===== src/rtl/pwsm_pkg.sv =====
// Shared constants and types for the pulse-width speed meter.
package pwsm_pkg;

    localparam int CAP_W          = 16;
    localparam int CONST_W        = 20;
    localparam int REG_W          = 16;
    localparam int SPEED_W        = 21;
    localparam int WIDTH_W        = 32;
    localparam int CFG_IDX_W      = 2;
    localparam int CFG_DATA_W     = 20;
    localparam int S_TDATA_W      = 24;
    localparam int S_TUSER_W      = 1;
    localparam int M_TDATA_W      = 24;
    localparam int M_TUSER_W      = 2;
    localparam int FILTER_LEN_DEF = 4;
    localparam int DIV_NUM_W_DEF  = 20;

    localparam logic [CFG_IDX_W-1:0] REG_SPEED_CONST = 2'd0;
    localparam logic [CFG_IDX_W-1:0] REG_WRAP_SPAN   = 2'd1;
    localparam logic [CFG_IDX_W-1:0] REG_GLITCH_THR  = 2'd2;
    localparam logic [CFG_IDX_W-1:0] REG_TIMEOUT     = 2'd3;

    localparam logic [CONST_W-1:0] SPEED_CONST_RST = 20'd50000;
    localparam logic [REG_W-1:0]   WRAP_SPAN_RST   = 16'd65535;
    localparam logic [REG_W-1:0]   GLITCH_THR_RST  = 16'd5;
    localparam logic [REG_W-1:0]   TIMEOUT_RST     = 16'd65535;

    localparam logic OP_CAPTURE  = 1'b0;
    localparam logic OP_OVERFLOW = 1'b1;

    typedef logic signed [SPEED_W-1:0] t_speed;

endpackage


===== src/rtl/pwsm_div.sv =====
// Restoring serial divider that produces one quotient bit per cycle.
module pwsm_div #(
    parameter int NUM_W = pwsm_pkg::DIV_NUM_W_DEF,
    parameter int DEN_W = pwsm_pkg::WIDTH_W
) (
    input  logic             i_clk,
    input  logic             i_rst_n,
    input  logic             i_start,
    input  logic [NUM_W-1:0] i_num,
    input  logic [DEN_W-1:0] i_den,
    output logic             o_busy,
    output logic             o_done,
    output logic [NUM_W-1:0] o_quot
);

    localparam int CMP_W = (NUM_W + 1 > DEN_W) ? NUM_W + 1 : DEN_W;
    localparam int CNT_W = $clog2(NUM_W + 1);

    logic             r_busy;
    logic             r_done;
    logic [CNT_W-1:0] r_cnt;
    logic [NUM_W-1:0] r_num;
    logic [NUM_W-1:0] r_rem;
    logic [DEN_W-1:0] r_den;

    logic [NUM_W:0]   trial;
    logic [CMP_W-1:0] trial_x;
    logic [CMP_W-1:0] den_x;
    logic [CMP_W-1:0] diff;
    logic             ge;
    logic [NUM_W-1:0] n_rem;
    logic [NUM_W-1:0] n_num;

    always_comb begin
        trial   = {r_rem, r_num[NUM_W-1]};
        trial_x = CMP_W'(trial);
        den_x   = CMP_W'(r_den);
        ge      = (trial_x >= den_x);
        diff    = trial_x - den_x;
        n_rem   = ge ? diff[NUM_W-1:0] : trial[NUM_W-1:0];
        n_num   = {r_num[NUM_W-2:0], ge};
    end

    always_ff @(posedge i_clk) begin
        if (!i_rst_n) begin
            r_busy <= 1'b0;
            r_done <= 1'b0;
            r_cnt  <= '0;
        end else begin
            r_done <= 1'b0;
            if (i_start) begin
                r_busy <= 1'b1;
                r_cnt  <= CNT_W'(NUM_W);
                r_num  <= i_num;
                r_rem  <= '0;
                r_den  <= i_den;
            end else if (r_busy) begin
                r_num <= n_num;
                r_rem <= n_rem;
                r_cnt <= r_cnt - 1'b1;
                if (r_cnt == CNT_W'(1)) begin
                    r_busy <= 1'b0;
                    r_done <= 1'b1;
                end
            end
        end
    end

    assign o_busy = r_busy;
    assign o_done = r_done;
    assign o_quot = r_num;

endmodule


===== src/rtl/pulse_width_speed_meter.sv =====
// Overflow ticks and rising captures give their result in the cycle after the transfer and,
// with the result side ready, can follow back to back.
// A falling capture steps through S_MUL, S_WIDTH, S_DIV_SPD, S_ACC, and S_AVG_MUL and S_AVG
// when it closes a filter group; the serial divider computes one quotient bit of the speed per cycle.
// One item is in work at a time. Synchronous active-low reset restores the register
// defaults and clears measurement and filter state but r_cap, r_prod, r_acc_mag, r_avg_q.
module pulse_width_speed_meter #(
    parameter int FILTER_LEN = pwsm_pkg::FILTER_LEN_DEF
) (
    input  logic                                i_clk,
    input  logic                                i_rst_n,
    // tdata: capture_value[15:0], direction_level[16], zero pad [23:17]
    input  logic [pwsm_pkg::S_TDATA_W-1:0]      s_axis_tdata,
    // tuser: opcode[0]
    input  logic [pwsm_pkg::S_TUSER_W-1:0]      s_axis_tuser,
    input  logic                                s_axis_tvalid,
    output logic                                s_axis_tready,
    // tdata: speed[20:0], zero pad [23:21]
    output logic [pwsm_pkg::M_TDATA_W-1:0]      m_axis_tdata,
    // tuser: speed_updated[0], timed_out[1]
    output logic [pwsm_pkg::M_TUSER_W-1:0]      m_axis_tuser,
    output logic                                m_axis_tvalid,
    input  logic                                m_axis_tready,
    input  logic                                i_cfg_we,
    input  logic [pwsm_pkg::CFG_IDX_W-1:0]      i_cfg_idx,
    input  logic [pwsm_pkg::CFG_DATA_W-1:0]     i_cfg_data
);

    import pwsm_pkg::*;

    localparam int LEN_W    = $clog2(FILTER_LEN);
    localparam int MAG_W    = CONST_W + LEN_W;
    localparam int SUM_W    = SPEED_W + LEN_W;
    localparam int ACC_W    = SUM_W + 1;
    localparam int CNT_W    = $clog2(FILTER_LEN + 1);
    localparam int RECIP_SH = MAG_W + LEN_W;
    localparam int PROD_W   = MAG_W + RECIP_SH;

    // Rounded-up reciprocal of FILTER_LEN; exact for every magnitude below 2**MAG_W.
    localparam longint RECIP_L = ((longint'(1) << RECIP_SH) + longint'(FILTER_LEN - 1))
                                 / longint'(FILTER_LEN);
    localparam logic [RECIP_SH-1:0] RECIP = RECIP_SH'(RECIP_L);

    localparam logic [2:0] S_IDLE    = 3'd0;
    localparam logic [2:0] S_MUL     = 3'd1;
    localparam logic [2:0] S_WIDTH   = 3'd2;
    localparam logic [2:0] S_DIV_SPD = 3'd3;
    localparam logic [2:0] S_ACC     = 3'd4;
    localparam logic [2:0] S_AVG_MUL = 3'd5;
    localparam logic [2:0] S_AVG     = 3'd6;

    // Configuration registers
    logic [CONST_W-1:0] r_speed_const;
    logic [REG_W-1:0]   r_wrap_span;
    logic [REG_W-1:0]   r_glitch_thr;
    logic [REG_W-1:0]   r_timeout;

    // Measurement and filter state
    logic [2:0]              r_state;
    logic                    r_phase_falling;
    logic [CAP_W-1:0]        r_first_stamp;
    logic                    r_dir_backward;
    logic [REG_W-1:0]        r_ovf_cnt;
    logic [CAP_W-1:0]        r_cap;
    logic [WIDTH_W-1:0]      r_prod;
    logic signed [SUM_W-1:0] r_sum;
    t_speed                  r_single;
    logic [CNT_W-1:0]        r_cnt;
    t_speed                  r_prev_avg;
    logic                    r_primed;
    t_speed                  r_pub;
    logic                    r_avg_neg;
    logic [MAG_W-1:0]        r_acc_mag;
    logic [CONST_W-1:0]      r_avg_q;

    // Output register
    logic   r_out_valid;
    t_speed r_out_speed;
    logic   r_out_upd;
    logic   r_out_to;

    logic               in_op;
    logic [CAP_W-1:0]   in_cap;
    logic               in_dir;
    logic               in_xfer;

    logic [WIDTH_W-1:0] width_base;
    logic [WIDTH_W-1:0] width_raw;
    logic [WIDTH_W-1:0] width;

    logic               div_start;
    logic [CONST_W-1:0] div_num;
    logic [WIDTH_W-1:0] div_den;
    logic               div_busy;
    logic               div_done;
    logic [CONST_W-1:0] div_quot;

    t_speed                  quot_s;
    t_speed                  single;
    t_speed                  avg_q_s;
    t_speed                  avg;
    logic [PROD_W-1:0]       avg_prod;
    logic [CNT_W-1:0]        n_cnt;
    logic                    group_end;
    logic signed [ACC_W-1:0] acc;
    logic                    acc_neg;
    logic [ACC_W-1:0]        acc_mag;
    logic signed [SPEED_W:0] chk;
    logic [SPEED_W:0]        chk_mag;
    logic                    pass;

    assign in_op   = s_axis_tuser[0];
    assign in_cap  = s_axis_tdata[CAP_W-1:0];
    assign in_dir  = s_axis_tdata[CAP_W];
    assign in_xfer = s_axis_tvalid && s_axis_tready;

    // The output register is free at every transfer, so a result never waits on it.
    assign s_axis_tready = (r_state == S_IDLE) && (!r_out_valid || m_axis_tready);

    always_comb begin
        width_base = WIDTH_W'(r_wrap_span) - WIDTH_W'(r_first_stamp) + WIDTH_W'(r_cap);
        if (r_ovf_cnt == '0) begin
            width_raw = WIDTH_W'(r_cap) - WIDTH_W'(r_first_stamp);
        end else if (r_ovf_cnt == REG_W'(1)) begin
            width_raw = width_base;
        end else begin
            width_raw = width_base + r_prod;
        end
        width = (width_raw == '0) ? WIDTH_W'(1) : width_raw;
    end

    always_comb begin
        quot_s  = t_speed'({1'b0, div_quot});
        single  = r_dir_backward ? -quot_s : quot_s;

        avg_prod = PROD_W'(r_acc_mag) * PROD_W'(RECIP);
        avg_q_s  = t_speed'({1'b0, r_avg_q});
        avg      = r_avg_neg ? -avg_q_s : avg_q_s;

        n_cnt     = r_cnt + 1'b1;
        group_end = (n_cnt == CNT_W'(FILTER_LEN));

        // On a primed filter the newest sample gives way to the previous average.
        if (r_primed) begin
            acc = ACC_W'(r_sum) - ACC_W'(r_single) + ACC_W'(r_prev_avg);
        end else begin
            acc = ACC_W'(r_sum) + ACC_W'(r_prev_avg);
        end
        acc_neg = acc[ACC_W-1];
        acc_mag = acc_neg ? ACC_W'(-acc) : ACC_W'(acc);

        chk     = (SPEED_W + 1)'(avg) + (SPEED_W + 1)'(r_prev_avg);
        chk_mag = chk[SPEED_W] ? (SPEED_W + 1)'(-chk) : (SPEED_W + 1)'(chk);
        pass    = (chk_mag >= (SPEED_W + 1)'(r_glitch_thr));

        div_start = (r_state == S_WIDTH);
        div_num   = r_speed_const;
        div_den   = width;
    end

    pwsm_div #(
        .NUM_W (CONST_W),
        .DEN_W (WIDTH_W)
    ) u_div (
        .i_clk   (i_clk),
        .i_rst_n (i_rst_n),
        .i_start (div_start),
        .i_num   (div_num),
        .i_den   (div_den),
        .o_busy  (div_busy),
        .o_done  (div_done),
        .o_quot  (div_quot)
    );

    always_ff @(posedge i_clk) begin
        if (!i_rst_n) begin
            r_speed_const   <= SPEED_CONST_RST;
            r_wrap_span     <= WRAP_SPAN_RST;
            r_glitch_thr    <= GLITCH_THR_RST;
            r_timeout       <= TIMEOUT_RST;
            r_state         <= S_IDLE;
            r_phase_falling <= 1'b0;
            r_first_stamp   <= '0;
            r_dir_backward  <= 1'b0;
            r_ovf_cnt       <= '0;
            r_sum           <= '0;
            r_single        <= '0;
            r_cnt           <= '0;
            r_prev_avg      <= '0;
            r_primed        <= 1'b0;
            r_pub           <= '0;
            r_avg_neg       <= 1'b0;
            r_out_valid     <= 1'b0;
            r_out_speed     <= '0;
            r_out_upd       <= 1'b0;
            r_out_to        <= 1'b0;
        end else begin
            if (m_axis_tvalid && m_axis_tready) begin
                r_out_valid <= 1'b0;
            end

            if (i_cfg_we) begin
                unique case (i_cfg_idx)
                    REG_SPEED_CONST: r_speed_const <= i_cfg_data[CONST_W-1:0];
                    REG_WRAP_SPAN:   r_wrap_span   <= i_cfg_data[REG_W-1:0];
                    REG_GLITCH_THR:  r_glitch_thr  <= i_cfg_data[REG_W-1:0];
                    REG_TIMEOUT:     r_timeout     <= i_cfg_data[REG_W-1:0];
                    default:         r_timeout     <= r_timeout;
                endcase
            end

            unique case (r_state)
                S_IDLE: begin
                    if (in_xfer) begin
                        if (in_op == OP_OVERFLOW) begin
                            r_out_valid <= 1'b1;
                            r_out_upd   <= 1'b0;
                            if (r_ovf_cnt < r_timeout) begin
                                r_ovf_cnt   <= r_ovf_cnt + 1'b1;
                                r_out_speed <= r_pub;
                                r_out_to    <= 1'b0;
                            end else begin
                                r_ovf_cnt   <= '0;
                                r_pub       <= '0;
                                r_out_speed <= '0;
                                r_out_to    <= 1'b1;
                            end
                        end else if (!r_phase_falling) begin
                            r_ovf_cnt       <= '0;
                            r_first_stamp   <= in_cap;
                            r_dir_backward  <= !in_dir;
                            r_phase_falling <= 1'b1;
                            r_out_valid     <= 1'b1;
                            r_out_speed     <= r_pub;
                            r_out_upd       <= 1'b0;
                            r_out_to        <= 1'b0;
                        end else begin
                            r_cap   <= in_cap;
                            r_state <= S_MUL;
                        end
                    end
                end
                S_MUL: begin
                    // Only used when more than one overflow lies inside the pulse.
                    r_prod  <= WIDTH_W'(r_wrap_span) * WIDTH_W'(r_ovf_cnt - 1'b1);
                    r_state <= S_WIDTH;
                end
                S_WIDTH: begin
                    r_state <= S_DIV_SPD;
                end
                S_DIV_SPD: begin
                    if (div_done) begin
                        r_single <= single;
                        r_sum    <= r_sum + SUM_W'(single);
                        r_state  <= S_ACC;
                    end
                end
                S_ACC: begin
                    if (group_end) begin
                        r_cnt     <= '0;
                        r_avg_neg <= acc_neg;
                        r_acc_mag <= acc_mag[MAG_W-1:0];
                        r_state   <= S_AVG_MUL;
                    end else begin
                        r_cnt           <= n_cnt;
                        r_phase_falling <= 1'b0;
                        r_out_valid     <= 1'b1;
                        r_out_speed     <= r_pub;
                        r_out_upd       <= 1'b0;
                        r_out_to        <= 1'b0;
                        r_state         <= S_IDLE;
                    end
                end
                S_AVG_MUL: begin
                    r_avg_q <= avg_prod[RECIP_SH +: CONST_W];
                    r_state <= S_AVG;
                end
                S_AVG: begin
                    r_prev_avg      <= avg;
                    r_primed        <= 1'b1;
                    r_sum           <= '0;
                    r_phase_falling <= 1'b0;
                    r_out_valid     <= 1'b1;
                    r_out_to        <= 1'b0;
                    if (pass) begin
                        r_pub       <= avg;
                        r_out_speed <= avg;
                        r_out_upd   <= 1'b1;
                    end else begin
                        r_out_speed <= r_pub;
                        r_out_upd   <= 1'b0;
                    end
                    r_state <= S_IDLE;
                end
                default: begin
                    r_state <= S_IDLE;
                end
            endcase
        end
    end

    assign m_axis_tvalid = r_out_valid;
    assign m_axis_tdata  = {(M_TDATA_W - SPEED_W)'(0), r_out_speed};
    assign m_axis_tuser  = {r_out_to, r_out_upd};

    // The divider only runs while the sequencer waits on it.
    a_div_idle: assert property (@(posedge i_clk) disable iff (!i_rst_n)
        (r_state == S_IDLE) |-> !div_busy)
        else $error("divider busy while sequencer is idle");

    a_timeout_zero: assert property (@(posedge i_clk) disable iff (!i_rst_n)
        (m_axis_tvalid && m_axis_tuser[1]) |-> (m_axis_tdata[SPEED_W-1:0] == '0))
        else $error("timeout result carries a nonzero speed");

    a_flags_excl: assert property (@(posedge i_clk) disable iff (!i_rst_n)
        m_axis_tvalid |-> !(m_axis_tuser[0] && m_axis_tuser[1]))
        else $error("update and timeout flagged together");

    a_cnt_range: assert property (@(posedge i_clk) disable iff (!i_rst_n)
        r_cnt < CNT_W'(FILTER_LEN))
        else $error("sample count out of range");

    a_tick_result: assert property (@(posedge i_clk) disable iff (!i_rst_n)
        (in_xfer && (in_op == OP_OVERFLOW)) |=> m_axis_tvalid)
        else $error("overflow tick gave no result on the next cycle");

endmodule

===== config.mk =====
export PLATFORM = sky130hd
export DESIGN_NAME = pulse_width_speed_meter
export DESIGN_NICKNAME = d
export VERILOG_FILES = /design/src/rtl/pwsm_pkg.sv /design/src/rtl/pwsm_div.sv /design/src/rtl/pulse_width_speed_meter.sv
export SDC_FILE = /design/constraint.sdc
export NUM_CORES = 2
export LEC_CHECK = 0
export ABC_CLOCK_PERIOD_IN_PS = 8500
export BUFFER_PORTS_ARGS = -buffer_cell sky130_fd_sc_hd__buf_2
export CAP_MARGIN = 10
export CORE_ASPECT_RATIO = 1.4
export CORE_MARGIN = 3
export CORE_UTILIZATION = 34
export DETAILED_ROUTE_END_ITERATION = 12
export PLACE_DENSITY = 0.58
export SLEW_MARGIN = 20
export SYNTH_ARGS = -nofsm -noshare
export SYNTH_HDL_FRONTEND = slang
export SYNTH_SLANG_ARGS = --single-unit

===== constraint.sdc =====
create_clock -name i_clk -period 8.5 [get_ports i_clk]
set_clock_uncertainty 0.05 [all_clocks]
set_input_delay 0.85 -clock i_clk [delete_from_list [all_inputs] [get_ports i_clk]]
set_output_delay 0.85 -clock i_clk [all_outputs]
set_load 0.02 [all_outputs]

==> out/metrics.csv <==
metric;value;unit
status;finished clean;
hold_path_class;register to register;
start_util;0.345;
syn-mean-instance-area;8.51;sq um
fmax;0.124;GHz
mostFrequentLayoutCells;573 x nand2_1, 527 x inv_1, 354 x ha_1;
wl_per_cell;17.5;um
min_from;r_acc_mag[3];
yosys.area.top_type;edfxtp_1;
grtUsageMet3;0.0219;
grt-busiest-layer;met2;
htreeDepth;2;
final_common_cell;nand2_1;
vias;29600;
io_buffer_count;69;
stdcell_area;40400;sq um
hold_buffers;0;
rrSetupSlack;0.42;ns
tns;0;ns
gr-total-overflow;0;
cts-buffers-inserted;45;
cap_violations;0;
period_minus_slack;8.08;ns
clockBufferDepth;3;
grt.total_usage;0.179;
clock-sinks;387;
antenna_left;0;
rsz0062_at_grt;false;
crit_path_start_kind;register;
wl;102000;um
antenna_found_initial;14;
drive_gt1_frac;0.0684;
cp_common_cell;fa_1;
yosys-top-cells-area;edfxtp_1 13%, fa_1 13%, dfxtp_1 12%, ha_1 12%, nand2_1 5.9%;
path_clk_slew;0.06;ns
insertion_delay;0.61;ns
gr-usage-met1;0.215;
path_class;register to register;
die_h;394;um
drcViolationCount;0;
fp.dieArea;112000;sq um
critPathSlowestCell;or4_1;
coreArea;106000;sq um
drt_pass1_iterations;5;
root_buffer;clkbuf_16;
max_stage_delay;0.61;ns
r2r_cells;27;
use_met2;0.328;
placed_area;38800;sq um
worst_setup_path_end_kind;register;
synthFlopType;dfxtp_1;
ys_async_sr_fraction;0;
final_nets;4984;
min_to;r_avg_q[1];
min_path_cells;0;
relSlewSlack;0.308;
arrival;8.38;ns
syn_inst;4302;
grt_max_degree;86;
path_max_fanout;12;
cts_tree;yes;
timing.rr.end;r_prod[30];
drt_iter0_drc;1524;
synth-edff-count;160;
ys_types;85;
tightest_slew;1.04;ns
mappedNetlistArea;36600;sq um
grt_pass1_vias;29400;
hpwlAfterDp;80600;um
timing_hold_violations_final;0;
required;8.80;ns
grt_pass1_wl;161000;um
finalCritPeriodShare;0.950;
netlist.area_leader.share;0.131;
slew_viol_final;0;
io_pins;80;
via_per_inst;5.09;
die_w;283;um
r2r-start;r_ovf_cnt[4];
place_congestion;0.893;
ys_warn_count;0;
ys_ff_latch;387;
finalSetupViolations;0;
rows;141;
area_growth;10.3;%
synth-seq-area-share;0.255;
[worst max path at each step]
stage          depth (start not counted)         end         start
2_1_floorplan                         32  r_prod[31]  r_ovf_cnt[5]
3_3_place_gp                          31  r_prod[31]  r_ovf_cnt[4]
3_5_place_dp                          29  r_prod[31]  r_ovf_cnt[4]
4_1_cts                               33  r_prod[31]  r_ovf_cnt[6]
5_1_grt                               33  r_prod[31]  r_ovf_cnt[4]
6_report                              27  r_prod[30]  r_ovf_cnt[4]
[through the flow]
stage,util,hold WS (ns),setup slack [ns],cells
finish,0.380,0.368,0.421,5806
global route,0.380,0.370,0.0103,5804
CTS,0.380,0.344,0.327,5803
detailed placement,0.365,0.355,0.359,5720
global placement,0.365,0.352,0.346,5720
floorplan,-,0.350,0.707,4304
[kinds of logic after synthesis]
| family | Yosys count | synth area share |
|---|---|---|
| AOI/OAI and AO/OA | 939 | 0.172 |
| xor gates and xnor gates | 246 | 0.0588 |
| adders and majority gates | 594 | 0.252 |
| buffers and inverters | 703 | 0.0736 |
| DFF | 387 | 0.255 |
| muxes | 24 | 0.00663 |
| other | 1 | 0.000102 |
| and+or+nand+nor | 1408 | 0.181 |
[cell usage after synthesis, types with 28 or more instances]
| cell type | count |
|---|---|
| nand2_1 | 574 |
| inv_1 | 527 |
| ha_1 | 354 |
| nor2_1 | 282 |
| fa_1 | 240 |
| dfxtp_1 | 227 |
| a21oi_1 | 206 |
| o21ai_0 | 168 |
| xnor2_1 | 166 |
| edfxtp_1 | 160 |
| clkbuf_1 | 156 |
| and2_1 | 112 |
| nor2b_1 | 89 |
| a21boi_0 | 81 |
| xor2_1 | 80 |
| a21o_1 | 74 |
| nand3_1 | 71 |
| a211oi_1 | 58 |
| nor3_1 | 58 |
| o21a_1 | 57 |
| and3_1 | 49 |
| nand2b_1 | 33 |
| nor3b_1 | 29 |
| o211ai_1 | 28 |
| o21bai_1 | 28 |
[sequential cells by signal, indices dropped and copies added, names as in the netlist, 16 cells and up]
register       flops
r_acc_mag         20
r_single          21
r_sum             23
r_cap             16
u_div.o_quot      20
div_num           20
u_div.den_x       32
r_ovf_cnt         16
r_glitch_thr      16
r_first_stamp     16
r_out_speed       21
r_wrap_span       16
r_avg_q           20
u_div.r_rem       20
r_pub             21
r_prev_avg        21
r_timeout         16
r_prod            32
[critical path: cells and delay by family (launching register included)]
family / cells / cell delay, ns
adder cells (fa/ha/maj): 7 / 3.39
XOR/XNOR: 2 / 0.55
AND/OR/NAND/NOR: 7 / 1.31
flip-flops: 1 / 0.39
buffers and inverters: 4 / 0.47
AO/OA/AOI/OAI: 7 / 1.69
[layer usage]
metal	share of wire	vias up
li1	-	14600
met1	0.42	14300
met2	0.51	536
met3	0.037	177
met4	0.035	4
met5	0.00023	-
[final cells by class]
class / count / area (sq um)
timing repair buffer: 161 / 1040
sequential: 387 / 9350
multi-input combinational: 3214 / 24600
clock buffer: 60 / 1310
fill: 11000 / 65800
inverter: 529 / 1990
tap: 1430 / 1790
clock inverter: 23 / 262
antenna: 2 / 5.00
[timing repair]
action                     4_1_cts  5_1_grt
resized for setup                0        6
buffers inserted                 0        1
setup endpoints to repair        0        2
Power is left out: the tool's default activity adds up to more than one toggle a clock period on the data nets, which glitch-free logic cannot reach.
